$ cat config.mk
export PLATFORM = sky130hd
export DESIGN_NAME = lsqf_fifo
export DESIGN_NICKNAME = d
export VERILOG_FILES = /design/src/rtl/lsqf_pkg.sv /design/src/rtl/lsqf_fifo.sv
export SDC_FILE = /design/constraint.sdc
export NUM_CORES = 1
export LEC_CHECK = 0
export BUFFER_PORTS_ARGS = -buffer_cell sky130_fd_sc_hd__buf_2
export CAP_MARGIN = 15
export CORE_MARGIN = 3
export CORE_UTILIZATION = 49
export CTS_BUF_LIST = sky130_fd_sc_hd__clkbuf_8
export CTS_CLUSTER_SIZE = 40
export DETAILED_ROUTE_END_ITERATION = 7
export GPL_TIMING_DRIVEN = 0
export MAX_ROUTING_LAYER = met4
export PLACE_DENSITY = 0.87
export SETUP_SLACK_MARGIN = 0.3
export SLEW_MARGIN = 20
export SYNTH_ARGS = -nofsm -noshare
export SYNTH_HDL_FRONTEND = slang
export SYNTH_SLANG_ARGS = --single-unit
$ cat constraint.sdc
create_clock -name clk -period 8.1 [get_ports clk]
set_input_delay 2.025 -clock clk [delete_from_list [all_inputs] [get_ports clk]]
set_output_delay 2.025 -clock clk [all_outputs]
set_load 0.01 [all_outputs]
$ cat src/rtl/lsqf_pkg.sv
// Shared types, widths and codes for the least-squares line fit block.
package lsqf_pkg;

    localparam int COORD_W  = 16;
    localparam int COUNT_W  = 13;
    localparam int SUM_W    = 29;
    localparam int PROD_W   = 32;
    localparam int SQ_W     = 43;
    localparam int OUT_W    = 48;
    localparam int STATUS_W = 2;

    // Shared multiplier: signed multiplicand times signed multiplier.
    localparam int MCAND_W  = SQ_W;
    localparam int MPLIER_W = SUM_W;
    // Products and the fit numerators and denominator are held in this width.
    localparam int ACC_W    = 72;
    // A positive denominator is below 2^55 for any legal point count.
    localparam int DEN_W    = 56;

    localparam int QUEUE_DEPTH = 2;

    localparam int MAX_POINTS_DEF = 4096;
    localparam int FRAC_BITS_DEF  = 16;

    localparam logic [OUT_W-1:0] OUT_POS_LIMIT = {1'b0, {(OUT_W-1){1'b1}}};
    localparam logic [OUT_W-1:0] OUT_NEG_LIMIT = {1'b1, {(OUT_W-1){1'b0}}};

    typedef enum logic [STATUS_W-1:0] {
        FS_OK        = 2'd0,
        FS_ZERO_DEN  = 2'd1,
        FS_SATURATED = 2'd2,
        FS_TOO_MANY  = 2'd3
    } fit_status_t;

    typedef struct packed {
        logic signed [COORD_W-1:0] x_value;
        logic signed [COORD_W-1:0] y_value;
        logic                      last_point;
    } point_t;

    typedef struct packed {
        logic signed [OUT_W-1:0] intercept_a;
        logic signed [OUT_W-1:0] slope_b;
        logic [COUNT_W-1:0]      point_count;
        fit_status_t             fit_status;
    } fit_t;

    // Sums of one finished point set, handed from the front to the back.
    typedef struct packed {
        logic [COUNT_W-1:0]      count;
        logic signed [SUM_W-1:0] sum_x;
        logic signed [SUM_W-1:0] sum_y;
        logic signed [SQ_W-1:0]  sum_xy;
        logic signed [SQ_W-1:0]  sum_xx;
        logic                    overflow;
    } snap_t;

    typedef struct packed {
        logic                       start;
        logic signed [MCAND_W-1:0]  mcand;
        logic signed [MPLIER_W-1:0] mplier;
    } mul_req_t;

    typedef struct packed {
        logic                    done;
        logic signed [ACC_W-1:0] product;
    } mul_rsp_t;

    typedef struct packed {
        logic                    start;
        logic signed [ACC_W-1:0] num;
        logic [DEN_W-1:0]        den;
    } div_req_t;

    typedef struct packed {
        logic             done;
        logic             sat;
        logic [OUT_W-1:0] quotient;
    } div_rsp_t;

    typedef enum logic [2:0] {
        MS_N_SXX,
        MS_SX_SX,
        MS_N_SXY,
        MS_SX_SY,
        MS_SXX_SY,
        MS_SX_SXY
    } mul_step_t;

    typedef enum logic [2:0] {
        BK_IDLE,
        BK_MUL_START,
        BK_MUL_WAIT,
        BK_CHECK,
        BK_DIV_B,
        BK_DIV_A,
        BK_EMIT
    } back_state_t;

endpackage

$ cat src/rtl/lsqf_fifo.sv
// Short queue of finished point-set sums between the front and the back.
module lsqf_fifo (
    input  logic            clk,
    input  logic            rst_n,
    input  logic            push,
    input  lsqf_pkg::snap_t wr_data,
    output logic            full,
    input  logic            pop,
    output logic            empty,
    output lsqf_pkg::snap_t rd_data
);

    localparam int DEPTH = lsqf_pkg::QUEUE_DEPTH;
    localparam int PTR_W = (DEPTH > 1) ? $clog2(DEPTH) : 1;
    localparam int CNT_W = $clog2(DEPTH + 1);

    lsqf_pkg::snap_t  entry_reg [DEPTH];
    logic [PTR_W-1:0] wr_ptr_reg, wr_ptr_next;
    logic [PTR_W-1:0] rd_ptr_reg, rd_ptr_next;
    logic [CNT_W-1:0] fill_reg, fill_next;

    always_comb
    begin
        full  = (fill_reg == CNT_W'(DEPTH));
        empty = (fill_reg == '0);

        wr_ptr_next = wr_ptr_reg;
        rd_ptr_next = rd_ptr_reg;
        fill_next   = fill_reg;
        if (push)
        begin
            wr_ptr_next = (wr_ptr_reg == PTR_W'(DEPTH - 1)) ? '0 : wr_ptr_reg + PTR_W'(1);
        end
        if (pop)
        begin
            rd_ptr_next = (rd_ptr_reg == PTR_W'(DEPTH - 1)) ? '0 : rd_ptr_reg + PTR_W'(1);
        end
        if (push && !pop)
        begin
            fill_next = fill_reg + CNT_W'(1);
        end
        else if (pop && !push)
        begin
            fill_next = fill_reg - CNT_W'(1);
        end
    end

    always_ff @(posedge clk or negedge rst_n)
    begin
        if (!rst_n)
        begin
            wr_ptr_reg <= '0;
            rd_ptr_reg <= '0;
            fill_reg   <= '0;
        end
        else
        begin
            wr_ptr_reg <= wr_ptr_next;
            rd_ptr_reg <= rd_ptr_next;
            fill_reg   <= fill_next;
        end
    end

    always_ff @(posedge clk)
    begin
        if (push)
        begin
            entry_reg[wr_ptr_reg] <= wr_data;
        end
    end

    assign rd_data = entry_reg[rd_ptr_reg];

endmodule

* Word level (Yosys, flattened, before mapping)
Memories as Yosys holds them, arrays and structs flattened.
Index checks and enable logic that the tools add are counted.
Widths: inputs -> output; s select.
** Operators by class
- $add $sub $neg :: 4
- Equal/unequal tests :: 1
- Multiplexer cells :: 6
- Reductions and logical operators :: 6
** Operator list (number)
- $mux 1 :: 4
- $mux 2 :: 2
- $add 1x1->1 const B :: 2
- $add 2x1->2 const B :: 1
- $eq 2x2->1 const B :: 1
- $logic_and 1x1->1 :: 2
- $logic_not 1->1 :: 2
- $logic_not 2->1 :: 1
- $reduce_bool 2->1 :: 1
- $sub 2x1->2 const B :: 1
** Storage, ports and cells
- Register bits after elaboration :: 4
- Bits in writable memories :: 316
- Input port bits :: 162
- Output and inout bits :: 160
- Logic and storage cells :: 21
- Memories kept :: 1
** Memories
- entry_reg :: words 2, bits a word 158, rd ports 1, clocked after Yosys merged registers in 0, wr ports 1, RTL line lsqf_fifo.sv:17 : lsqf_pkg::snap_t entry_reg [DEPTH];

* Depth between registers and ports, before layout
- Depth in word-level cells :: 4
- Depth in mapped cells :: 5
- Depth with buffers taken out :: 5

* Worst setup path after synthesis
OpenSTA, ideal clock, no wires.
- Path kind :: input to register
- From :: in push
- To :: mem entry_reg[0][0] (netlist name), enable pin
- Library setup time :: 0.697 ns
- Data arrival time :: 8.855 ns
- Required time :: 7.403 ns
- Path slack :: -1.451 ns
- Stages on the path :: 1
- Path buffers :: 0
- Cell sequence :: nor2b_1
** Between the ends
- Longest elaborated chain between the ends :: 2
** Ends and longest elaborated chain
- start: declaration :: RTL line lsqf_fifo.sv:5 : input logic push,
- $mux 1 :: RTL line lsqf_fifo.sv:66 : if (push)
- $mux 1 (implied by the code) :: RTL line lsqf_fifo.sv:68 : entry_reg[wr_ptr_reg] <= wr_data;
- end: declaration :: RTL line lsqf_fifo.sv:17
No other way between the ends.

==> key figures <==
Status
  – Status: finished, final reports clean

Hold path
  – HP Class: flop to flop

Synthesis
  – Synth Warn #: 0
  – Syn Std Cell Area: 12,010 um^2
  – Sequential-to-total area share from yosys stat: 79.83%
  – Post-Syn Instances: 508
  – Mean Syn Cell Area: 23.64 um^2
  – Post-synth top area share: 79.00%
  – Netlist cell types: 13
  – Number of synthesized register bits: 320
  – Synth area leaders: edfxtp_1 79%, mux2_4 13%, mux2_2 5.3%
  – Syn nets: 671
  – Cell taking the most area after synthesis: edfxtp_1

Detailed routing
  – Drt pass-1 iters: 4
  – DR WL/cell: 19.04 um
  – Routed vias/inst: 4.911
  – ANT nets after route: 0
  – Detailed Route Iter0 Violations: 338
  – DR vias: 6,173
  – Detailed-route DRC error count: 0
  – Final wirelength: 23,930 um

Power and ir drop
  – Peak supply drop: 0.2272 mV
  – Power Total: 0.005317 W
  – Leak: 6.147 nW
  – PD cells: 348.0 nW/um^2

Clock tree
  – Clk_lat worst skew: 0.54 ns
  – Post-CTS Setup Inserts: 0
  – Post-cts resize count: 0
  – CTS tree: yes
  – Number of buffers created by CTS: 51
  – Hold Buf Count CTS: 0
  – Clock Tree Root: clkbuf_8
  – Clk buf depth: 3
  – Reg clk slew, reported paths: 0.06 ns
  – Max H-tree Level: 2
  – Num Clock Sinks: 320

STA
  – Slew HR: 67.31%
  – Period utilization: 48.79%
  – Clock skew: 0.01421 ns
  – Fin. max-slew vios: 0
  – Worst-Margin Slew: 0.4893 ns
  – Final Hold Viols: 0
  – RSZ-0062 raised after global routing: no
  – Maximum clock frequency: 253.0 MHz
  – Setup TNS: 0 ns
  – Final Critical Period: 3.952 ns
  – Setup violators final: 0
  – Setup ws final: 4.148 ns

Die
  – CORE AREA: 23,750 um^2
  – Die Ht: 162.6 um
  – Die area: 26,430 um^2
  – Initial Utilization: 50.57%
  – Std cell rows: 56
  – Die Wd: 162.6 um
  – I/O pin count: 322

Final layout
  – Max FFs per register: 316
  – Layout fillers: 1,645
  – Most frequent cells in the layout: 325 x buf_2, 316 x edfxtp_1, 101 x mux2_4
  – Final #Nets: 1,055
  – Most common cell after layout, fill and taps aside: buf_2
  – P&R area growth vs syn: 27.19%
  – FF+latch area: 9589 um^2
  – Post-route insts no fill: 1,257
  – Multi-input gate area in the final layout: 2251 um^2
  – Share of post-route cells with drive strength above 1: 62.00%

Place
  – Placed Cells: 1,158
  – Hpwl dp: 16,690 um
  – I/O Buffers: 321
  – GP Congestion: 0.7485
  – DP Worst Slack: 4.473 ns

GRT
  – Grt ovf: 0
  – First-pass GRT wire length: 35,990 um
  – Initial antenna violation count: 8
  – Largest net degree at the start of global routing: 55
  – Vias in the first global route: 6,635
  – Global Route Usage Sum: 18.24%

Worst setup path
  – WP data arrival: 1.93 ns
  – Crit Path Max Fanout: 10
  – Startpoint types: flop
  – Worst Path Required: 6.08 ns
  – Kind of end point of the critical path: output pin
  – Setup CP Type: flop to output pin

Run
  – Max-capacitance violation count: 0
[per-layer routing]
metal / part of all wire [%] / global-route usage, % / up-vias / wire length (um)
met5: 0 / - / - / 0
li1: - / - / 2820 / -
met4: 2.9 / 7.190 / 0 / 684
met3: 7.9 / 5.443 / 48 / 1892
met2: 53 / 30.97 / 263 / 12640
met1: 36 / 20.38 / 3042 / 8712
[worst max-delay path, cell delays in order (launching register included)]
cell	delay, ns
dfrtp_1	0.34
buf_6	0.12
buf_6	0.21
buf_6	0.22
mux2_4	0.31
buf_2	0.16
[area by class of cell]
| type | count | area share (%) |
|---|---|---|
| repair buffers | 331 | 12.22 |
| clock buffers | 53 | 4.775 |
| flip-flops and latches | 320 | 62.77 |
| multi-input cells | 169 | 14.73 |
| well taps | 319 | 2.613 |
| diodes | 9 | 0.1474 |
| plain buffers | 18 | 1.163 |
| clock inverters | 37 | 1.556 |
| inverters | 1 | 0.02457 |
[stage by stage]
stage               hold slack, ns  util [%]  area, um^2
detailed placement          0.4756     60.15       14290
finish                      0.4936     64.32       15280
floorplan                   0.4563         -       12010
CTS                         0.4925     64.22       15250
global placement            0.4758     59.02       14020
global route                0.5196     64.31       15270
[power breakdown]
group	switching, W	internal [W]
clock	0.000591	0.000702
combinational	0.000865	0.000886
sequential	0.0000786	0.00219
[final timing paths]
kind | cells after the start | start | slack, ns | endpoint
max | 5 | rd_ptr_reg$_DFFE_PN0P_ | 4.15 | rd_data[102]
min | 1 | fill_reg[1]$_DFFE_PN0P_ | 0.49 | fill_reg[1]$_DFFE_PN0P_
max reg2reg | 4 | wr_ptr_reg$_DFFE_PN0P_ | 6.28 | entry_reg[0][81]$_DFFE_PP_
min reg2reg | 1 | fill_reg[1]$_DFFE_PN0P_ | 0.49 | fill_reg[1]$_DFFE_PN0P_
max in group asynchronous | 1 | rst_n | 6.69 | wr_ptr_reg$_DFFE_PN0P_
min in group asynchronous | 1 | rst_n | 1.28 | fill_reg[1]$_DFFE_PN0P_
[cell usage after synthesis]
cell type / count
nor2b_1: 2
mux2_4: 101
buf_2: 4
mux2_2: 57
and2_1: 1
ha_1: 1
xnor2_1: 1
buf_6: 14
dfrtp_1: 4
inv_1: 1
xor2_1: 4
edfxtp_1: 316
nor2_1: 2
[logic make-up after synthesis]
logic type / Yosys count / synth area share (%)
XOR/XNOR: 5 / 0.3646
flip-flops: 320 / 79.83
AND/OR/NAND/NOR: 5 / 0.2188
multiplexers: 158 / 17.97
adder cells (fa/ha/maj): 1 / 0.1042
buffers and inverters: 19 / 1.510
(Power assumes the default switching activity.)
