<file path="src/rtl/lsqf_pkg.sv">
// Shared types, widths and codes for the least-squares line fit block.
package lsqf_pkg;

    localparam int COORD_W  = 16;
    localparam int COUNT_W  = 13;
    localparam int SUM_W    = 29;
    localparam int PROD_W   = 32;
    localparam int SQ_W     = 43;
    localparam int OUT_W    = 48;
    localparam int STATUS_W = 2;

    // Shared multiplier: signed multiplicand times signed multiplier.
    localparam int MCAND_W  = SQ_W;
    localparam int MPLIER_W = SUM_W;
    // Products and the fit numerators and denominator are held in this width.
    localparam int ACC_W    = 72;
    // A positive denominator is below 2^55 for any legal point count.
    localparam int DEN_W    = 56;

    localparam int QUEUE_DEPTH = 2;

    localparam int MAX_POINTS_DEF = 4096;
    localparam int FRAC_BITS_DEF  = 16;

    localparam logic [OUT_W-1:0] OUT_POS_LIMIT = {1'b0, {(OUT_W-1){1'b1}}};
    localparam logic [OUT_W-1:0] OUT_NEG_LIMIT = {1'b1, {(OUT_W-1){1'b0}}};

    typedef enum logic [STATUS_W-1:0] {
        FS_OK        = 2'd0,
        FS_ZERO_DEN  = 2'd1,
        FS_SATURATED = 2'd2,
        FS_TOO_MANY  = 2'd3
    } fit_status_t;

    typedef struct packed {
        logic signed [COORD_W-1:0] x_value;
        logic signed [COORD_W-1:0] y_value;
        logic                      last_point;
    } point_t;

    typedef struct packed {
        logic signed [OUT_W-1:0] intercept_a;
        logic signed [OUT_W-1:0] slope_b;
        logic [COUNT_W-1:0]      point_count;
        fit_status_t             fit_status;
    } fit_t;

    // Sums of one finished point set, handed from the front to the back.
    typedef struct packed {
        logic [COUNT_W-1:0]      count;
        logic signed [SUM_W-1:0] sum_x;
        logic signed [SUM_W-1:0] sum_y;
        logic signed [SQ_W-1:0]  sum_xy;
        logic signed [SQ_W-1:0]  sum_xx;
        logic                    overflow;
    } snap_t;

    typedef struct packed {
        logic                       start;
        logic signed [MCAND_W-1:0]  mcand;
        logic signed [MPLIER_W-1:0] mplier;
    } mul_req_t;

    typedef struct packed {
        logic                    done;
        logic signed [ACC_W-1:0] product;
    } mul_rsp_t;

    typedef struct packed {
        logic                    start;
        logic signed [ACC_W-1:0] num;
        logic [DEN_W-1:0]        den;
    } div_req_t;

    typedef struct packed {
        logic             done;
        logic             sat;
        logic [OUT_W-1:0] quotient;
    } div_rsp_t;

    typedef enum logic [2:0] {
        MS_N_SXX,
        MS_SX_SX,
        MS_N_SXY,
        MS_SX_SY,
        MS_SXX_SY,
        MS_SX_SXY
    } mul_step_t;

    typedef enum logic [2:0] {
        BK_IDLE,
        BK_MUL_START,
        BK_MUL_WAIT,
        BK_CHECK,
        BK_DIV_B,
        BK_DIV_A,
        BK_EMIT
    } back_state_t;

endpackage

</file>
<file path="src/rtl/lsqf_front.sv">
// Front end: takes points, forms the products and keeps the running sums.
module lsqf_front #(
    parameter int MAX_POINTS = lsqf_pkg::MAX_POINTS_DEF
) (
    input  logic             clk,
    input  logic             rst_n,
    input  logic             point_valid,
    output logic             point_stall,
    input  lsqf_pkg::point_t point,
    input  logic             queue_full,
    output logic             push,
    output lsqf_pkg::snap_t  snap
);

    localparam int COORD_W = lsqf_pkg::COORD_W;
    localparam int COUNT_W = lsqf_pkg::COUNT_W;
    localparam int SUM_W   = lsqf_pkg::SUM_W;
    localparam int PROD_W  = lsqf_pkg::PROD_W;
    localparam int SQ_W    = lsqf_pkg::SQ_W;

    logic                      a_valid_reg, a_valid_next;
    logic                      a_last_reg;
    logic signed [COORD_W-1:0] a_x_reg;
    logic signed [COORD_W-1:0] a_y_reg;
    logic signed [PROD_W-1:0]  a_xy_reg;
    logic signed [PROD_W-1:0]  a_xx_reg;

    logic [COUNT_W-1:0]        count_reg, count_next;
    logic signed [SUM_W-1:0]   sum_x_reg, sum_x_next;
    logic signed [SUM_W-1:0]   sum_y_reg, sum_y_next;
    logic signed [SQ_W-1:0]    sum_xy_reg, sum_xy_next;
    logic signed [SQ_W-1:0]    sum_xx_reg, sum_xx_next;
    logic                      ovf_reg, ovf_next;

    logic accept;
    logic advance;
    logic can_add;

    always_comb
    begin
        // Only a last point waiting on a full queue holds the front up.
        point_stall = a_valid_reg && a_last_reg && queue_full;
        accept      = point_valid && !point_stall;
        advance     = a_valid_reg && !point_stall;
        can_add     = (count_reg < COUNT_W'(MAX_POINTS));
        push        = advance && a_last_reg;

        if (can_add)
        begin
            snap.count  = count_reg + COUNT_W'(1);
            snap.sum_x  = sum_x_reg + SUM_W'(a_x_reg);
            snap.sum_y  = sum_y_reg + SUM_W'(a_y_reg);
            snap.sum_xy = sum_xy_reg + SQ_W'(a_xy_reg);
            snap.sum_xx = sum_xx_reg + SQ_W'(a_xx_reg);
        end
        else
        begin
            snap.count  = count_reg;
            snap.sum_x  = sum_x_reg;
            snap.sum_y  = sum_y_reg;
            snap.sum_xy = sum_xy_reg;
            snap.sum_xx = sum_xx_reg;
        end
        snap.overflow = ovf_reg || !can_add;

        if (accept)
        begin
            a_valid_next = 1'b1;
        end
        else if (advance)
        begin
            a_valid_next = 1'b0;
        end
        else
        begin
            a_valid_next = a_valid_reg;
        end

        count_next  = count_reg;
        sum_x_next  = sum_x_reg;
        sum_y_next  = sum_y_reg;
        sum_xy_next = sum_xy_reg;
        sum_xx_next = sum_xx_reg;
        ovf_next    = ovf_reg;
        if (advance && a_last_reg)
        begin
            count_next  = '0;
            sum_x_next  = '0;
            sum_y_next  = '0;
            sum_xy_next = '0;
            sum_xx_next = '0;
            ovf_next    = 1'b0;
        end
        else if (advance)
        begin
            count_next  = snap.count;
            sum_x_next  = snap.sum_x;
            sum_y_next  = snap.sum_y;
            sum_xy_next = snap.sum_xy;
            sum_xx_next = snap.sum_xx;
            ovf_next    = snap.overflow;
        end
    end

    always_ff @(posedge clk or negedge rst_n)
    begin
        if (!rst_n)
        begin
            a_valid_reg <= 1'b0;
            count_reg   <= '0;
            sum_x_reg   <= '0;
            sum_y_reg   <= '0;
            sum_xy_reg  <= '0;
            sum_xx_reg  <= '0;
            ovf_reg     <= 1'b0;
        end
        else
        begin
            a_valid_reg <= a_valid_next;
            count_reg   <= count_next;
            sum_x_reg   <= sum_x_next;
            sum_y_reg   <= sum_y_next;
            sum_xy_reg  <= sum_xy_next;
            sum_xx_reg  <= sum_xx_next;
            ovf_reg     <= ovf_next;
        end
    end

    always_ff @(posedge clk)
    begin
        if (accept)
        begin
            a_last_reg <= point.last_point;
            a_x_reg    <= point.x_value;
            a_y_reg    <= point.y_value;
            a_xy_reg   <= point.x_value * point.y_value;
            a_xx_reg   <= point.x_value * point.x_value;
        end
    end

endmodule

</file>
<file path="config.mk">
export PLATFORM = sky130hd
export DESIGN_NAME = lsqf_front
export DESIGN_NICKNAME = d
export VERILOG_FILES = /design/src/rtl/lsqf_pkg.sv /design/src/rtl/lsqf_front.sv
export SDC_FILE = /design/constraint.sdc
export NUM_CORES = 2
export LEC_CHECK = 0
export BUFFER_PORTS_ARGS = -buffer_cell sky130_fd_sc_hd__buf_2
export CAP_MARGIN = 40
export CORE_MARGIN = 3
export CORE_UTILIZATION = 50
export CTS_BUF_LIST = sky130_fd_sc_hd__clkbuf_8
export CTS_CLUSTER_SIZE = 14
export DETAILED_ROUTE_END_ITERATION = 16
export HOLD_SLACK_MARGIN = 0.08
export PLACE_DENSITY = 0.67
export REMOVE_ABC_BUFFERS = 1
export SYNTH_ARGS = -nofsm -noshare
export SYNTH_HDL_FRONTEND = slang
export SYNTH_SLANG_ARGS = --single-unit
</file>
<file path="constraint.sdc">
create_clock -name clk -period 5.05 [get_ports clk]
set_clock_uncertainty 0.1 [all_clocks]
set_input_delay 1.01 -clock clk [delete_from_list [all_inputs] [get_ports clk]]
set_output_delay 1.01 -clock clk [all_outputs]
set_load 0.005 [all_outputs]
</file>
# After elaboration in Yosys (flattened, before gate mapping)
# Cells that the tools add are included.
[word_totals]
wordCells = 45
ff_bits = 256
inputBits = 37
out_inout_bits = 160
[op_classes]
reduce_logical = 10
n_mux = 15
magnitude_cmp = 1
n_addsub = 5
multipliers = 2
[op_table]
columns = ["operator", "count"]
rows = [
  ["$mux W43", 4],
  ["$mux W157", 1],
  ["$mux W29", 4],
  ["$add A43 B32 Y43", 2],
  ["$mul A16 B16 Y32", 2],
  ["$add A29 B16 Y29", 2],
  ["$mux W13", 2],
  ["$add A13 B1 Y13 const B", 1],
  ["$lt A13 B13 Y1 const B", 1],
  ["$logic_and A1 B1 Y1", 5],
  ["$mux W1", 4],
  ["$reduce_bool A2 Y1", 2],
  ["$logic_not A1 Y1", 2],
  ["$logic_or A1 B1 Y1", 1],
]

# Logic depth before layout (Yosys ltp)
[depth]
ltp_word = 6
depth_mapped = 26
ltp_nobuf = 25

# Worst setup path before layout
# No wires, ideal clock.
[synth_path]
path_type = "input-to-reg"
from = "input point[28] in the netlist's numbering"
to = "register a_xy_reg[31], data pin"
setup_time_ns = 0.260
cell_stages = 23
arrival_time_ns = 6.734
slack_ns = -2.044
required_ns = 4.690
path_buffers = 2
cell_sequence = "clkbuf_1 > clkbuf_1 > nand2_1 > fa_1 > fa_1 > fa_1 > inv_1 > fa_1 > fa_1 > inv_1 > fa_1 > inv_1 > ha_1 > nand4_1 > nor2_1 > a221o_1 > o41ai_2 > o21ai_1 > a21oi_1 > o21ai_1 > a31oi_1 > o21ai_1 > xnor2_1"
[synth_via]
elab_chain_len = 1
[synth_lines]
columns = ["item", "line", "source"]
rows = [
  ["start, declared", "lsqf_front.sv:9", "input lsqf_pkg::point_t point,"],
  ["$mul A16 B16 Y32", "lsqf_front.sv:136", "a_xy_reg <= point.x_value * point.y_value;"],
  ["end signal, assigned", "lsqf_front.sv:136", ""],
  ["end, declared", "lsqf_front.sv:25", "logic signed [PROD_W-1:0] a_xy_reg;"],
]
# Every way passes these cells.
# A chain may end at the register's enable or synchronous reset.

# Worst setup path in the final report
[layout_path]
from = "input point[23] in the netlist's numbering"
to = "register a_xx_reg[27], data pin"
[layout_via]
elab_chain_len = 1
[layout_lines]
columns = ["item", "line", "source"]
rows = [
  ["$mul A16 B16 Y32", "lsqf_front.sv:137", "a_xx_reg <= point.x_value * point.x_value;"],
  ["end signal, assigned", "lsqf_front.sv:137", ""],
  ["end, declared", "lsqf_front.sv:26", "logic signed [PROD_W-1:0] a_xx_reg;"],
]
# Every way passes these cells.

==> flow_summary.toml <==
[timing]
fmax_mhz = 160
setup_viol = 48
fin_ws_ns = -1.21
period_minus_slack_ns = 6.26
rsz0062_at_grt = "true"
setup_tns_ns = -32.85
drv_slew = 0
fin_crit_sh = 1.24
hold_viol_final = 0
slew_headroom = 0.405
tightest_slew_ns = 0.893

[cts]
clock-sinks = 254
clock_path_buffers = 3
cts_buffers = 49
cts_tree = "done"
clkLatencyLatePin_ns = 0.68
cts_max_level = 2
postCtsHoldBufs = 0
clkSlewWorstSetupHoldPaths_ns = 0.06
cts_root_buf = "clkbuf_8"

[worst_setup_path]
max_stage_delay_ns = 0.60
end_kind = "flip-flop"
crit_buf_inv = 8
crit_slowest_cell = "fa_1"
arrival_ns = 6.56
path_class = "input port to flip-flop"
crit_fanout = 5
cp_top_family = "adder cells"
critPathLaunchType = "input port"
worstPathRequired_ns = 5.35

[route]
dr.pass1.iters = 5
postRouteAntennaNets = 0
wl_per_cell_um = 18.2
wl_met3_mm = 5.75
dr.max_layer_used = "met4"
dr_wl_met2_mm = 47.9
drtIter0Drc = 2164
vias = 30111
met1_length_mm = 43.1
routed_via_density = 5.49
drc = 0
wl_mm = 99.6

[die]
die_y_um = 274
rows = 97
die_w_um = 274
die_area_mm2 = 0.0753
core-area_mm2 = 0.0708
initial_core_util = 0.509
boundaryPins = 197

[yosys]
synth-seq-cells = 254
synth_cell_types = 78
ys.flop_type = "dfrtp_1"
synth_top_cell_area_share = 0.279
yosysWarnings = 0
postSynthCellCount = 3907
seq_area_frac_synth = 0.190
yosysTopAreaCell = "fa_1"
async_flop_share = 0.626
synth_enable_flop_cells = 95
syn_area_mm2 = 0.0360
syn_avg_cell_area_um2 = 9.22
synth_area_leaders = "fa_1 (28%), dfrtp_1 (11%), ha_1 (11%), edfxtp_1 (7.9%), inv_1 (6.7%)"

[placement]
port_buffers = 196
dp_slack_ns = -2.36
dp_hpwl_mm = 75.3
placed_area_mm2 = 0.0409
place_congestion = 0.887

[finish]
final_cell_area_mm2 = 0.0450
drive_gt1_frac = 0.250
syn2layout_area_growth_pct = 24.8
n_fill_cell = 5777
fin_nets = 5350
final_core_util = 0.635

[worst_hold_path]
holdCritPathClass = "input port to async pin"

[global_routing]
globalRouteOverflowTotal = 0
grt_pass1_wl_mm = 161
grt_usage = 0.267
grt_pass1_vias = 31093
antenna_found_initial = 2
grt_max_degree = 157

[run_status]
status = "finished, violations left"
violations = "setup timing"

[flow_run]
cap_violations = 0
==> worst reg2reg max path, delay by kind of cell (launching register included) <==
kind,cells,cell delay (ns)
simple gates,1,0.19
flops,1,0.41
xor+xnor,1,0.13
buf+inv,3,0.48
compound gates,8,1.56
fa+ha+maj,2,0.57
==> Yosys cell counts, types with 49 or more instances <==
cell type and instances:
a21oi_1 159, xor2_1 69, nor2_1 114, inv_1 647
a22o_1 92, nand2_1 454, o21ai_0 244, dfrtp_1 159
and2_1 181, nand3_1 49, fa_1 502, a21o_1 69
xnor2_1 149, ha_1 310, edfxtp_1 95, clkbuf_1 153
==> area by class of cell <==
cell class | instances | area, um2 | share of cell area
Sequential cell | 254 | 6840 | 0.152
Clock inverter | 38 | 225 | 0.00501
Antenna cell | 2 | 5.00 | 0.000111
Multi-Input combinational cell | 2848 | 27800 | 0.618
Tap cell | 940 | 1180 | 0.0262
Inverter | 647 | 2440 | 0.0542
Clock buffer | 54 | 743 | 0.0165
Timing Repair Buffer | 701 | 5770 | 0.128
==> cell families after synthesis <==
| kind of cell | after synthesis | synth area share |
|---|---|---|
| fa+ha+maj | 812 | 0.387 |
| compound gates | 840 | 0.155 |
| buf+inv | 805 | 0.0839 |
| xor+xnor | 218 | 0.0530 |
| flops | 254 | 0.190 |
| simple gates | 954 | 0.125 |
| mux | 24 | 0.00740 |
==> placed cells by master, fill, tap and decap left out, types with 46 or more instances in the layout <==
cell and count:
o21ai_0 212, dfrtp_1 157, nand2_1 432, clkbuf_8 54
buf_6 80, edfxtp_1 95, xnor2_1 136, ha_1 263
buf_2 167, a21oi_1 126, xor2_1 68, a21o_1 69
buf_4 403, inv_2 46, nor2_1 101, inv_1 619
and2_1 147, a22o_1 92, fa_1 472
==> metrics by stage <==
step	instances	hold slack, ns
final	5484	0.239
after global routing	5483	0.268
after CTS	5457	0.226
after detailed placement	5291	0.384
after global placement	5288	0.372
after floorplan	3749	0.359
==> worst paths after layout <==
| path | from | endpoint | slack [ns] | depth (start not counted) |
|---|---|---|---|---|
| worst min-delay path | rst_n | count_reg[9]$_DFFE_PN0P_ | 0.24 | 1 |
| max in group asynchronous | rst_n | sum_xy_reg[26]$_DFFE_PN0P_ | 3.50 | 2 |
| min in group clk | sum_xx_reg[0]$_DFFE_PN0P_ | sum_xx_reg[0]$_DFFE_PN0P_ | 0.39 | 2 |
| worst min register to register | sum_xx_reg[0]$_DFFE_PN0P_ | sum_xx_reg[0]$_DFFE_PN0P_ | 0.39 | 2 |
| worst max register to register | a_xy_reg[0]$_DFFE_PP_ | sum_xy_reg[42]$_DFFE_PN0P_ | 1.52 | 15 |
| worst max-delay path | point[23] | a_xx_reg[27]$_DFFE_PP_ | -1.21 | 26 |
==> timing repair <==
action                     4_1_cts  5_1_grt
resized for setup              387      192
gates cloned                     4        0
pin swaps                      167      159
setup endpoints to repair       67       78
buffers inserted                79       40
==> layer usage <==
layer  GRT usage  vias to the layer above
li1            -                    14062
met3      0.0329                      160
met5           0                        -
met4      0.0714                        0
met2       0.449                      780
met1       0.367                    15109
Power is left out: the tool's default activity adds up to more than one toggle a clock period on the data nets, which glitch-free logic cannot reach.
