--- config.mk ---
export PLATFORM = sky130hd
export DESIGN_NAME = lsqf_back
export DESIGN_NICKNAME = d
export VERILOG_FILES = /design/src/rtl/lsqf_pkg.sv /design/src/rtl/lsqf_mul.sv /design/src/rtl/lsqf_div.sv /design/src/rtl/lsqf_back.sv
export SDC_FILE = /design/constraint.sdc
export NUM_CORES = 2
export LEC_CHECK = 0
export ABC_AREA = 1
export BUFFER_PORTS_ARGS = -buffer_cell sky130_fd_sc_hd__buf_4
export CAP_MARGIN = 20
export CORE_ASPECT_RATIO = 1.75
export CORE_MARGIN = 2
export CORE_UTILIZATION = 55
export CTS_BUF_LIST = sky130_fd_sc_hd__clkbuf_8
export CTS_CLUSTER_SIZE = 12
export DETAILED_ROUTE_END_ITERATION = 7
export MAX_ROUTING_LAYER = met4
export PLACE_DENSITY_LB_ADDON = 0.08
export SYNTH_ARGS = -nofsm -noshare
export SYNTH_HDL_FRONTEND = slang
export SYNTH_SLANG_ARGS = --single-unit
--- constraint.sdc ---
create_clock -name clk -period 27 [get_ports clk]
set_input_delay 5.4 -clock clk [delete_from_list [all_inputs] [get_ports clk]]
set_output_delay 5.4 -clock clk [all_outputs]
set_load 0.02 [all_outputs]
--- src/rtl/lsqf_pkg.sv ---
// Shared types, widths and codes for the least-squares line fit block.
package lsqf_pkg;

    localparam int COORD_W  = 16;
    localparam int COUNT_W  = 13;
    localparam int SUM_W    = 29;
    localparam int PROD_W   = 32;
    localparam int SQ_W     = 43;
    localparam int OUT_W    = 48;
    localparam int STATUS_W = 2;

    // Shared multiplier: signed multiplicand times signed multiplier.
    localparam int MCAND_W  = SQ_W;
    localparam int MPLIER_W = SUM_W;
    // Products and the fit numerators and denominator are held in this width.
    localparam int ACC_W    = 72;
    // A positive denominator is below 2^55 for any legal point count.
    localparam int DEN_W    = 56;

    localparam int QUEUE_DEPTH = 2;

    localparam int MAX_POINTS_DEF = 4096;
    localparam int FRAC_BITS_DEF  = 16;

    localparam logic [OUT_W-1:0] OUT_POS_LIMIT = {1'b0, {(OUT_W-1){1'b1}}};
    localparam logic [OUT_W-1:0] OUT_NEG_LIMIT = {1'b1, {(OUT_W-1){1'b0}}};

    typedef enum logic [STATUS_W-1:0] {
        FS_OK        = 2'd0,
        FS_ZERO_DEN  = 2'd1,
        FS_SATURATED = 2'd2,
        FS_TOO_MANY  = 2'd3
    } fit_status_t;

    typedef struct packed {
        logic signed [COORD_W-1:0] x_value;
        logic signed [COORD_W-1:0] y_value;
        logic                      last_point;
    } point_t;

    typedef struct packed {
        logic signed [OUT_W-1:0] intercept_a;
        logic signed [OUT_W-1:0] slope_b;
        logic [COUNT_W-1:0]      point_count;
        fit_status_t             fit_status;
    } fit_t;

    // Sums of one finished point set, handed from the front to the back.
    typedef struct packed {
        logic [COUNT_W-1:0]      count;
        logic signed [SUM_W-1:0] sum_x;
        logic signed [SUM_W-1:0] sum_y;
        logic signed [SQ_W-1:0]  sum_xy;
        logic signed [SQ_W-1:0]  sum_xx;
        logic                    overflow;
    } snap_t;

    typedef struct packed {
        logic                       start;
        logic signed [MCAND_W-1:0]  mcand;
        logic signed [MPLIER_W-1:0] mplier;
    } mul_req_t;

    typedef struct packed {
        logic                    done;
        logic signed [ACC_W-1:0] product;
    } mul_rsp_t;

    typedef struct packed {
        logic                    start;
        logic signed [ACC_W-1:0] num;
        logic [DEN_W-1:0]        den;
    } div_req_t;

    typedef struct packed {
        logic             done;
        logic             sat;
        logic [OUT_W-1:0] quotient;
    } div_rsp_t;

    typedef enum logic [2:0] {
        MS_N_SXX,
        MS_SX_SX,
        MS_N_SXY,
        MS_SX_SY,
        MS_SXX_SY,
        MS_SX_SXY
    } mul_step_t;

    typedef enum logic [2:0] {
        BK_IDLE,
        BK_MUL_START,
        BK_MUL_WAIT,
        BK_CHECK,
        BK_DIV_B,
        BK_DIV_A,
        BK_EMIT
    } back_state_t;

endpackage

--- src/rtl/lsqf_mul.sv ---
// Sequential shift-and-add signed multiplier, one multiplier bit per cycle.
module lsqf_mul (
    input  logic              clk,
    input  logic              rst_n,
    input  lsqf_pkg::mul_req_t req,
    output lsqf_pkg::mul_rsp_t rsp
);

    localparam int MCAND_W  = lsqf_pkg::MCAND_W;
    localparam int MPLIER_W = lsqf_pkg::MPLIER_W;
    localparam int ACC_W    = lsqf_pkg::ACC_W;
    localparam int CNT_W    = $clog2(MPLIER_W + 1);

    logic                busy_reg, busy_next;
    logic                done_reg, done_next;
    logic [CNT_W-1:0]    cnt_reg, cnt_next;
    logic                neg_reg, neg_next;
    logic [ACC_W-1:0]    acc_reg, acc_next;
    logic [ACC_W-1:0]    mcand_reg, mcand_next;
    logic [MPLIER_W-1:0] mplier_reg, mplier_next;
    logic [ACC_W-1:0]    product_reg, product_next;
    logic [MCAND_W-1:0]  mcand_mag;
    logic [MPLIER_W-1:0] mplier_mag;

    always_comb
    begin
        mcand_mag  = req.mcand[MCAND_W-1] ? (~req.mcand + MCAND_W'(1)) : req.mcand;
        mplier_mag = req.mplier[MPLIER_W-1] ? (~req.mplier + MPLIER_W'(1)) : req.mplier;

        busy_next    = busy_reg;
        done_next    = 1'b0;
        cnt_next     = cnt_reg;
        neg_next     = neg_reg;
        acc_next     = acc_reg;
        mcand_next   = mcand_reg;
        mplier_next  = mplier_reg;
        product_next = product_reg;

        if (req.start)
        begin
            busy_next   = 1'b1;
            cnt_next    = CNT_W'(MPLIER_W);
            neg_next    = req.mcand[MCAND_W-1] ^ req.mplier[MPLIER_W-1];
            acc_next    = '0;
            mcand_next  = ACC_W'(mcand_mag);
            mplier_next = mplier_mag;
        end
        else if (busy_reg && (cnt_reg != '0))
        begin
            if (mplier_reg[0])
            begin
                acc_next = acc_reg + mcand_reg;
            end
            mcand_next  = mcand_reg << 1;
            mplier_next = mplier_reg >> 1;
            cnt_next    = cnt_reg - CNT_W'(1);
        end
        else if (busy_reg)
        begin
            // All multiplier bits are done; apply the sign of the product.
            product_next = neg_reg ? (~acc_reg + ACC_W'(1)) : acc_reg;
            busy_next    = 1'b0;
            done_next    = 1'b1;
        end
    end

    always_ff @(posedge clk or negedge rst_n)
    begin
        if (!rst_n)
        begin
            busy_reg <= 1'b0;
            done_reg <= 1'b0;
            cnt_reg  <= '0;
        end
        else
        begin
            busy_reg <= busy_next;
            done_reg <= done_next;
            cnt_reg  <= cnt_next;
        end
    end

    always_ff @(posedge clk)
    begin
        neg_reg     <= neg_next;
        acc_reg     <= acc_next;
        mcand_reg   <= mcand_next;
        mplier_reg  <= mplier_next;
        product_reg <= product_next;
    end

    assign rsp.done    = done_reg;
    assign rsp.product = product_reg;

endmodule

--- src/rtl/lsqf_div.sv ---
// Restoring fixed-point divider, one quotient bit per cycle, saturating to 48 bits.
module lsqf_div #(
    parameter int FRAC_BITS = lsqf_pkg::FRAC_BITS_DEF
) (
    input  logic              clk,
    input  logic              rst_n,
    input  lsqf_pkg::div_req_t req,
    output lsqf_pkg::div_rsp_t rsp
);

    localparam int ACC_W  = lsqf_pkg::ACC_W;
    localparam int DEN_W  = lsqf_pkg::DEN_W;
    localparam int OUT_W  = lsqf_pkg::OUT_W;
    localparam int DIVD_W = ACC_W + FRAC_BITS;
    localparam int CNT_W  = $clog2(DIVD_W + 1);

    logic              busy_reg, busy_next;
    logic              done_reg, done_next;
    logic [CNT_W-1:0]  cnt_reg, cnt_next;
    logic              neg_reg, neg_next;
    logic [DIVD_W-1:0] dvd_reg, dvd_next;
    logic [DEN_W-1:0]  rem_reg, rem_next;
    logic [DEN_W-1:0]  den_reg, den_next;
    logic [OUT_W-1:0]  quo_reg, quo_next;
    logic              hi_reg, hi_next;
    logic [OUT_W-1:0]  result_reg, result_next;
    logic              sat_reg, sat_next;
    logic [ACC_W-1:0]  num_mag;
    logic [DEN_W:0]    trial;
    logic [DEN_W:0]    trial_diff;
    logic              fits;
    logic              over;
    logic [OUT_W-1:0]  mag;

    always_comb
    begin
        num_mag    = req.num[ACC_W-1] ? (~req.num + ACC_W'(1)) : req.num;
        trial      = {rem_reg, dvd_reg[DIVD_W-1]};
        trial_diff = trial - {1'b0, den_reg};
        fits       = (trial >= {1'b0, den_reg});

        // Quotient bits above the low 48 are only kept as a sticky flag.
        if (neg_reg)
        begin
            over = hi_reg || (quo_reg[OUT_W-1] && (quo_reg[OUT_W-2:0] != '0));
        end
        else
        begin
            over = hi_reg || quo_reg[OUT_W-1];
        end
        if (over)
        begin
            mag = neg_reg ? lsqf_pkg::OUT_NEG_LIMIT : lsqf_pkg::OUT_POS_LIMIT;
        end
        else
        begin
            mag = quo_reg;
        end

        busy_next   = busy_reg;
        done_next   = 1'b0;
        cnt_next    = cnt_reg;
        neg_next    = neg_reg;
        dvd_next    = dvd_reg;
        rem_next    = rem_reg;
        den_next    = den_reg;
        quo_next    = quo_reg;
        hi_next     = hi_reg;
        result_next = result_reg;
        sat_next    = sat_reg;

        if (req.start)
        begin
            busy_next = 1'b1;
            cnt_next  = CNT_W'(DIVD_W);
            neg_next  = req.num[ACC_W-1];
            dvd_next  = DIVD_W'(num_mag) << FRAC_BITS;
            rem_next  = '0;
            den_next  = req.den;
            quo_next  = '0;
            hi_next   = 1'b0;
        end
        else if (busy_reg && (cnt_reg != '0))
        begin
            rem_next = fits ? trial_diff[DEN_W-1:0] : trial[DEN_W-1:0];
            quo_next = {quo_reg[OUT_W-2:0], fits};
            hi_next  = hi_reg || quo_reg[OUT_W-1];
            dvd_next = dvd_reg << 1;
            cnt_next = cnt_reg - CNT_W'(1);
        end
        else if (busy_reg)
        begin
            result_next = neg_reg ? (~mag + OUT_W'(1)) : mag;
            sat_next    = over;
            busy_next   = 1'b0;
            done_next   = 1'b1;
        end
    end

    always_ff @(posedge clk or negedge rst_n)
    begin
        if (!rst_n)
        begin
            busy_reg <= 1'b0;
            done_reg <= 1'b0;
            cnt_reg  <= '0;
        end
        else
        begin
            busy_reg <= busy_next;
            done_reg <= done_next;
            cnt_reg  <= cnt_next;
        end
    end

    always_ff @(posedge clk)
    begin
        neg_reg    <= neg_next;
        dvd_reg    <= dvd_next;
        rem_reg    <= rem_next;
        den_reg    <= den_next;
        quo_reg    <= quo_next;
        hi_reg     <= hi_next;
        result_reg <= result_next;
        sat_reg    <= sat_next;
    end

    assign rsp.done     = done_reg;
    assign rsp.sat      = sat_reg;
    assign rsp.quotient = result_reg;

endmodule

--- src/rtl/lsqf_back.sv ---
// Back end: sequences the six products and two divisions of one fit and holds the result.
module lsqf_back #(
    parameter int FRAC_BITS = lsqf_pkg::FRAC_BITS_DEF
) (
    input  logic            clk,
    input  logic            rst_n,
    input  logic            queue_empty,
    input  lsqf_pkg::snap_t queue_data,
    output logic            pop,
    output logic            fit_valid,
    input  logic            fit_stall,
    output lsqf_pkg::fit_t  fit
);

    localparam int ACC_W    = lsqf_pkg::ACC_W;
    localparam int DEN_W    = lsqf_pkg::DEN_W;
    localparam int OUT_W    = lsqf_pkg::OUT_W;
    localparam int MCAND_W  = lsqf_pkg::MCAND_W;
    localparam int MPLIER_W = lsqf_pkg::MPLIER_W;

    lsqf_pkg::back_state_t   state_reg, state_next;
    lsqf_pkg::mul_step_t     step_reg, step_next;
    lsqf_pkg::snap_t         snap_reg, snap_next;
    logic signed [ACC_W-1:0] den_reg, den_next;
    logic signed [ACC_W-1:0] numb_reg, numb_next;
    logic signed [ACC_W-1:0] numa_reg, numa_next;
    logic [OUT_W-1:0]        slope_reg, slope_next;
    logic [OUT_W-1:0]        icpt_reg, icpt_next;
    logic                    sat_reg, sat_next;
    lsqf_pkg::fit_status_t   status_reg, status_next;
    logic                    fit_valid_reg, fit_valid_next;
    lsqf_pkg::fit_t          fit_reg, fit_next;

    lsqf_pkg::mul_req_t mul_req;
    lsqf_pkg::mul_rsp_t mul_rsp;
    lsqf_pkg::div_req_t div_req;
    lsqf_pkg::div_rsp_t div_rsp;

    lsqf_mul u_mul (
        .clk   (clk),
        .rst_n (rst_n),
        .req   (mul_req),
        .rsp   (mul_rsp)
    );

    lsqf_div #(
        .FRAC_BITS (FRAC_BITS)
    ) u_div (
        .clk   (clk),
        .rst_n (rst_n),
        .req   (div_req),
        .rsp   (div_rsp)
    );

    always_comb
    begin
        state_next     = state_reg;
        step_next      = step_reg;
        snap_next      = snap_reg;
        den_next       = den_reg;
        numb_next      = numb_reg;
        numa_next      = numa_reg;
        slope_next     = slope_reg;
        icpt_next      = icpt_reg;
        sat_next       = sat_reg;
        status_next    = status_reg;
        fit_valid_next = fit_valid_reg && fit_stall;
        fit_next       = fit_reg;
        pop            = 1'b0;

        mul_req.start = 1'b0;
        unique case (step_reg)
            lsqf_pkg::MS_N_SXX:
            begin
                mul_req.mcand  = snap_reg.sum_xx;
                mul_req.mplier = MPLIER_W'(snap_reg.count);
            end
            lsqf_pkg::MS_SX_SX:
            begin
                mul_req.mcand  = MCAND_W'(snap_reg.sum_x);
                mul_req.mplier = snap_reg.sum_x;
            end
            lsqf_pkg::MS_N_SXY:
            begin
                mul_req.mcand  = snap_reg.sum_xy;
                mul_req.mplier = MPLIER_W'(snap_reg.count);
            end
            lsqf_pkg::MS_SX_SY:
            begin
                mul_req.mcand  = MCAND_W'(snap_reg.sum_y);
                mul_req.mplier = snap_reg.sum_x;
            end
            lsqf_pkg::MS_SXX_SY:
            begin
                mul_req.mcand  = snap_reg.sum_xx;
                mul_req.mplier = snap_reg.sum_y;
            end
            lsqf_pkg::MS_SX_SXY:
            begin
                mul_req.mcand  = snap_reg.sum_xy;
                mul_req.mplier = snap_reg.sum_x;
            end
            default:
            begin
                mul_req.mcand  = '0;
                mul_req.mplier = '0;
            end
        endcase

        div_req.start = 1'b0;
        div_req.num   = (state_reg == lsqf_pkg::BK_DIV_B) ? numa_reg : numb_reg;
        div_req.den   = den_reg[DEN_W-1:0];

        unique case (state_reg)
            lsqf_pkg::BK_IDLE:
            begin
                if (!queue_empty)
                begin
                    pop        = 1'b1;
                    snap_next  = queue_data;
                    step_next  = lsqf_pkg::MS_N_SXX;
                    state_next = lsqf_pkg::BK_MUL_START;
                end
            end
            lsqf_pkg::BK_MUL_START:
            begin
                mul_req.start = 1'b1;
                state_next    = lsqf_pkg::BK_MUL_WAIT;
            end
            lsqf_pkg::BK_MUL_WAIT:
            begin
                if (mul_rsp.done)
                begin
                    state_next = lsqf_pkg::BK_MUL_START;
                    unique case (step_reg)
                        lsqf_pkg::MS_N_SXX:
                        begin
                            den_next  = mul_rsp.product;
                            step_next = lsqf_pkg::MS_SX_SX;
                        end
                        lsqf_pkg::MS_SX_SX:
                        begin
                            den_next  = den_reg - mul_rsp.product;
                            step_next = lsqf_pkg::MS_N_SXY;
                        end
                        lsqf_pkg::MS_N_SXY:
                        begin
                            numb_next = mul_rsp.product;
                            step_next = lsqf_pkg::MS_SX_SY;
                        end
                        lsqf_pkg::MS_SX_SY:
                        begin
                            numb_next = numb_reg - mul_rsp.product;
                            step_next = lsqf_pkg::MS_SXX_SY;
                        end
                        lsqf_pkg::MS_SXX_SY:
                        begin
                            numa_next = mul_rsp.product;
                            step_next = lsqf_pkg::MS_SX_SXY;
                        end
                        lsqf_pkg::MS_SX_SXY:
                        begin
                            numa_next  = numa_reg - mul_rsp.product;
                            state_next = lsqf_pkg::BK_CHECK;
                        end
                        default:
                        begin
                            state_next = lsqf_pkg::BK_IDLE;
                        end
                    endcase
                end
            end
            lsqf_pkg::BK_CHECK:
            begin
                // A denominator of zero or below means fewer than two points or all x equal.
                if (den_reg[ACC_W-1] || (den_reg == '0))
                begin
                    slope_next  = '0;
                    icpt_next   = '0;
                    status_next = lsqf_pkg::FS_ZERO_DEN;
                    state_next  = lsqf_pkg::BK_EMIT;
                end
                else
                begin
                    div_req.start = 1'b1;
                    sat_next      = 1'b0;
                    state_next    = lsqf_pkg::BK_DIV_B;
                end
            end
            lsqf_pkg::BK_DIV_B:
            begin
                if (div_rsp.done)
                begin
                    slope_next    = div_rsp.quotient;
                    sat_next      = div_rsp.sat;
                    div_req.start = 1'b1;
                    state_next    = lsqf_pkg::BK_DIV_A;
                end
            end
            lsqf_pkg::BK_DIV_A:
            begin
                if (div_rsp.done)
                begin
                    icpt_next = div_rsp.quotient;
                    priority if (snap_reg.overflow)
                    begin
                        status_next = lsqf_pkg::FS_TOO_MANY;
                    end
                    else if (sat_reg || div_rsp.sat)
                    begin
                        status_next = lsqf_pkg::FS_SATURATED;
                    end
                    else
                    begin
                        status_next = lsqf_pkg::FS_OK;
                    end
                    state_next = lsqf_pkg::BK_EMIT;
                end
            end
            lsqf_pkg::BK_EMIT:
            begin
                if (!fit_valid_reg || !fit_stall)
                begin
                    fit_next.intercept_a = icpt_reg;
                    fit_next.slope_b     = slope_reg;
                    fit_next.point_count = snap_reg.count;
                    fit_next.fit_status  = status_reg;
                    fit_valid_next       = 1'b1;
                    state_next           = lsqf_pkg::BK_IDLE;
                end
            end
            default:
            begin
                state_next = lsqf_pkg::BK_IDLE;
            end
        endcase
    end

    always_ff @(posedge clk or negedge rst_n)
    begin
        if (!rst_n)
        begin
            state_reg     <= lsqf_pkg::BK_IDLE;
            step_reg      <= lsqf_pkg::MS_N_SXX;
            fit_valid_reg <= 1'b0;
        end
        else
        begin
            state_reg     <= state_next;
            step_reg      <= step_next;
            fit_valid_reg <= fit_valid_next;
        end
    end

    always_ff @(posedge clk)
    begin
        snap_reg   <= snap_next;
        den_reg    <= den_next;
        numb_reg   <= numb_next;
        numa_reg   <= numa_next;
        slope_reg  <= slope_next;
        icpt_reg   <= icpt_next;
        sat_reg    <= sat_next;
        status_reg <= status_next;
        fit_reg    <= fit_next;
    end

    assign fit_valid = fit_valid_reg;
    assign fit       = fit_reg;

endmodule

======== Yosys cells after proc, flatten, opt, wreduce, memory -nomap -nowiden ========
Cells that the tools add are included.
cells by class
  $add $sub $neg .......................... 12
  equality and inequality tests ........... 21
  reduce and logical (&&, ||, !) cells .... 39
  magnitude comparators ................... 1
  mux-type cells .......................... 66
  bitwise operators ....................... 11
operators with widths
  cell                   number
  $pmux 72 s2            3
  $pmux 72 s6            1
  $mux 48                5
  $mux 72                3
  $sub 72x72->72         3
  $pmux 48 s2            2
  $mux 88                2
  $not 72->72            2
  $mux 43                3
  $mux 29                3
  $add 72x1->72 const B  1
  $add 72x2->72 const B  1
  $add 72x72->72         1
  $logic_not 72->1       1
  $ge 57x56->1           1
  $mux 56                1
  $sub 56x56->56         1
  $add 48x1->48 const B  1
  $not 48->48            1
  $reduce_bool 47->1     1
  $add 43x2->43 const B  1
  $not 43->43            1
  $add 29x2->29 const B  1
  $not 29->29            1
  other kinds (32)       109
storage, ports and cells
  logic and storage cells ................. 190
  flip-flop bits (word level) ............. 1136
  output and inout bits ................... 113
  bits of input ports ..................... 162

======== Depth between registers and ports, before layout ========
  depth in word-level cells ............... 8
  depth in mapped cells ................... 22
  gate-level depth less buffers ........... 21

======== By module ========
Synthesis repeated with hierarchy kept, for this count alone.
second synthesis, totals
  cells, all modules ...................... 11131
  area total of the unflattened synthesis .. 80200.7 µm²
by module, submodules not included
  module     area an instance (µm²)  times used  seq. area each (µm²)  cells each
  lsqf_back  41954.0                 1           17712.0               5629
  lsqf_mul   19269.7                 1           6551.3                2893
  lsqf_div   18977.0                 1           7672.4                2609

======== Worst setup path before layout ========
Ideal clock, no wire load.
  path kind ............................... input-to-output
  start point ............................. input port queue_empty
  end point ............................... output port pop
  required time ........................... 21600 ps
  path buffers ............................ 0
  data arrival time ....................... 16517 ps
  cell stages on the path ................. 1
  path slack .............................. 5083 ps
  cell sequence ........................... nor3_1
between the ends
  word-level cells in the longest chain between the ends .. 2
ends and longest elaborated chain
  element          line              RTL
  start, declared  lsqf_back.sv:7    input logic queue_empty,
  $mux 1           lsqf_back.sv:117  if (!queue_empty)
  $mux 1           lsqf_back.sv:114  unique case (state_reg)
  end, declared    lsqf_back.sv:9    output logic pop,
No other way between the ends.

======== Worst setup path in the final report ========
Ends and elaborated chain as after synthesis.

==> results.md <==
* Status: complete, but fails checks
* Failing checks: design-rule violations
* Startpoint types: input pin
* WL final at 308200 um
* Routed len/inst at 24.35 um
* Gate power share at 0.6%
* Depth of the worst register-to-register path at 13
* Share of cells above drive strength 1 at 7.217%
* Max-cap violations at 0
* Setup crit end: pop
* Switching pwr at 0.7700 mW
* Number of flip-flops in the largest register at 158
* Rows at 181
* Pwr dens at 40.59 nW/um^2
* Reg-to-reg critical path startpoint: step_reg[0]$_DFFE_PN0P_
* Synth Register Bits at 1136
* DRT iter0 DRCs at 6851
* H-tree Lvls at 4
* Crit path launch: queue_empty
* Clock network power share at 45.2%
* Sequential fraction of the synthesis area at 41.44%
* Clock network latency to the later pin of the worst-skew pair at 0.98 ns
* CTS Hold Bufs at 0
* Num ports at 275
* Fmax at 0.08307 GHz
* Slew @ Worst Pin at 1.368 ns
* Post-synth EDFFs at 907
* CTS resizes at 0
* Postcts setup bufs at 0
* Area growth, synth to finish at 9.974%
* Vias at 75280
* Via density at 5.948
* Remaining global-route overflow at 0
* Synth cell types at 70
* Final Hold Fails at 0
* Final period util at 44.59%
* Initial antenna violation count at 6
* PortBufs at 274
* Critical R2R Capture: u_mul.mplier_reg[19]$_DFFE_PP_
* Top cell type's share of synthesized area at 35.34%
* Worst path arrival time at 6.64 ns
* First-pass GRT wire length at 448700 um
* Mapped Area at 77070 sq um
* Minimum clock period at 12.04 ns
* Cell taking the most area after synthesis: edfxtp_1
* Setup violations, final at 0
* Final HPWL DP at 244900 um
* Overall Global Routing Usage at 43.64%
* Switching Share at 22.38%
* LEAKAGE at 37.78 nW
* Clock skew after layout at 0.05833 ns
* Most frequent cells in the layout: nand2_1 (2453), inv_1 (1524), nor2_1 (1323)
* Die Width at 287.0 um
* Reg2reg setup slack at 21.90 ns
* Post-synth ARST share at 2.025%
* Tot Pwr at 3.441 mW
* Commonest non-fill, non-tap cell in the layout: nand2_1
* Crit path required time at 21.60 ns
* Nets@finish at 11190
* TritonCTS buffer count at 169
* Clk root buf: clkbuf_8
* Initial Utilization at 55.43%
* Setup crit end kind: primary output
* Int Power at 2.670 mW
* Synth Warn # at 0
* Die H at 499.2 um
* Worst-path clk slew at 0.07 ns
* Peak supply drop at 0.06776 mV
* Residual DRC at 1
* Cells after Synth at 10380
* Die ar. at 143300 sq um
* RD Place Congestion at 1.096
* Crit path kind: in -> out
* Most used DFF post-synth: edfxtp_1
* Synthesized Nets at 10900
* Worst-path maximum fanout at 70
* Clock sink count at 1136
* Flop pwr share at 54.3%
* Setup TNS at 0 ns
* Number of global-route vias before repair at 75530
* Longest Clk Path Bufs at 3
* Drt pass-1 iters at 8
* Core ar. at 139100 sq um
* Syn_area_per_cell at 7.422 sq um
* Top cells by area, synth: edfxtp_1 (35%), nand2_1 (12%), inv_1 (7.3%)
* RSZ-0062 raised after global routing: false
* Largest net degree at the start of global routing at 104
* CTS tree: built
* Post-route antenna net violation count at 0
* Relative max-transition margin at 8.079%
* HP Class: reg -> reg
* Pins Over Slew Limit at 0
[worst min path at each step]
stage | startpoint | to | slack (ns) | depth (start not counted)
finish | slope_reg[47]$_SDFFCE_PN0P_ | fit[62]$_DFFE_PP_ | 0.41 | 0
global route | icpt_reg[36]$_SDFFCE_PP0P_ | fit[99]$_DFFE_PP_ | 0.42 | 0
CTS | slope_reg[47]$_SDFFCE_PN0P_ | fit[62]$_DFFE_PP_ | 0.41 | 0
detailed placement | slope_reg[4]$_SDFFCE_PN0P_ | fit[19]$_DFFE_PP_ | 0.40 | 0
global placement | icpt_reg[43]$_SDFFCE_PP0P_ | fit[106]$_DFFE_PP_ | 0.40 | 0
floorplan | status_reg[0]$_SDFFCE_PP1P_ | fit[0]$_DFFE_PP_ | 0.40 | 0
[cells in the mapped netlist, drive strengths merged, types with 146 or more instances]
cell type  instances
nor3             162
dfxtp            206
ha               349
edfxtp           907
a21oi            657
inv             1507
o21ai            890
nor2            1349
clkbuf           146
nand2           2477
nand3            564
xor2             230
[through the flow]
| stage | area [sq um] | worst slack [ns] | std cells | hold slack, ns | utilization, % |
|---|---|---|---|---|---|
| global route | 84750 | 14.88 | 12650 | 0.4214 | 60.95 |
| global placement | 81100 | 15.01 | 12330 | 0.4003 | 58.32 |
| floorplan | 77070 | 5.083 | 10380 | 0.4003 | - |
| detailed placement | 81100 | 14.97 | 12330 | 0.4045 | 58.32 |
| CTS | 84700 | 14.96 | 12650 | 0.4142 | 60.92 |
| finish | 84760 | 14.96 | 12660 | 0.4149 | 60.95 |
[area by class of cell]
cell class	count	area [sq um]
clock inverters	139	1199
repair buffers	358	2701
flip-flops and latches	1136	31940
diodes	7	17.52
multi-input cells	7506	38540
well taps	1830	2290
inverters	1507	5664
fillers	12520	54290
clock buffers	175	2409
[per-layer routing]
layer	global-route usage [%]	share of wire [%]	vias up
met1	40.30	31	34600
li1	-	-	35040
met2	72.64	48	4057
met4	48.08	14	0
met3	6.998	7.0	1589
met5	-	0	-
[power by group through the flow]
stage / clock network, mW / logic (mW) / registers [mW]
4_1_cts: 1.56 / 0.0192 / 1.87
3_5_place_dp: 0 / 0.0190 / 1.90
5_1_grt: 1.62 / 0.0206 / 1.87
3_3_place_gp: 0 / 0.0180 / 1.90
6_report: 1.55 / 0.0193 / 1.87
2_1_floorplan: 0 / 0.0000289 / 1.90
[logic make-up after synthesis]
logic type / after synthesis / synth area share (%)
and+or+nand+nor: 4834 / 25.99
AOI/OAI and AO/OA: 1981 / 14.22
buffers and inverters: 1742 / 8.729
DFF: 1136 / 41.44
adders and majority gates: 354 / 5.796
xor gates and xnor gates: 334 / 3.796
muxes: 3 / 0.04221
[worst max-delay path, cell delays in order]
cell    delay, ns
buf_4        0.12
nor3_2       0.16
buf_4        0.67
buf_4        0.27
Note: power is estimated with default switching activity, not from simulation.
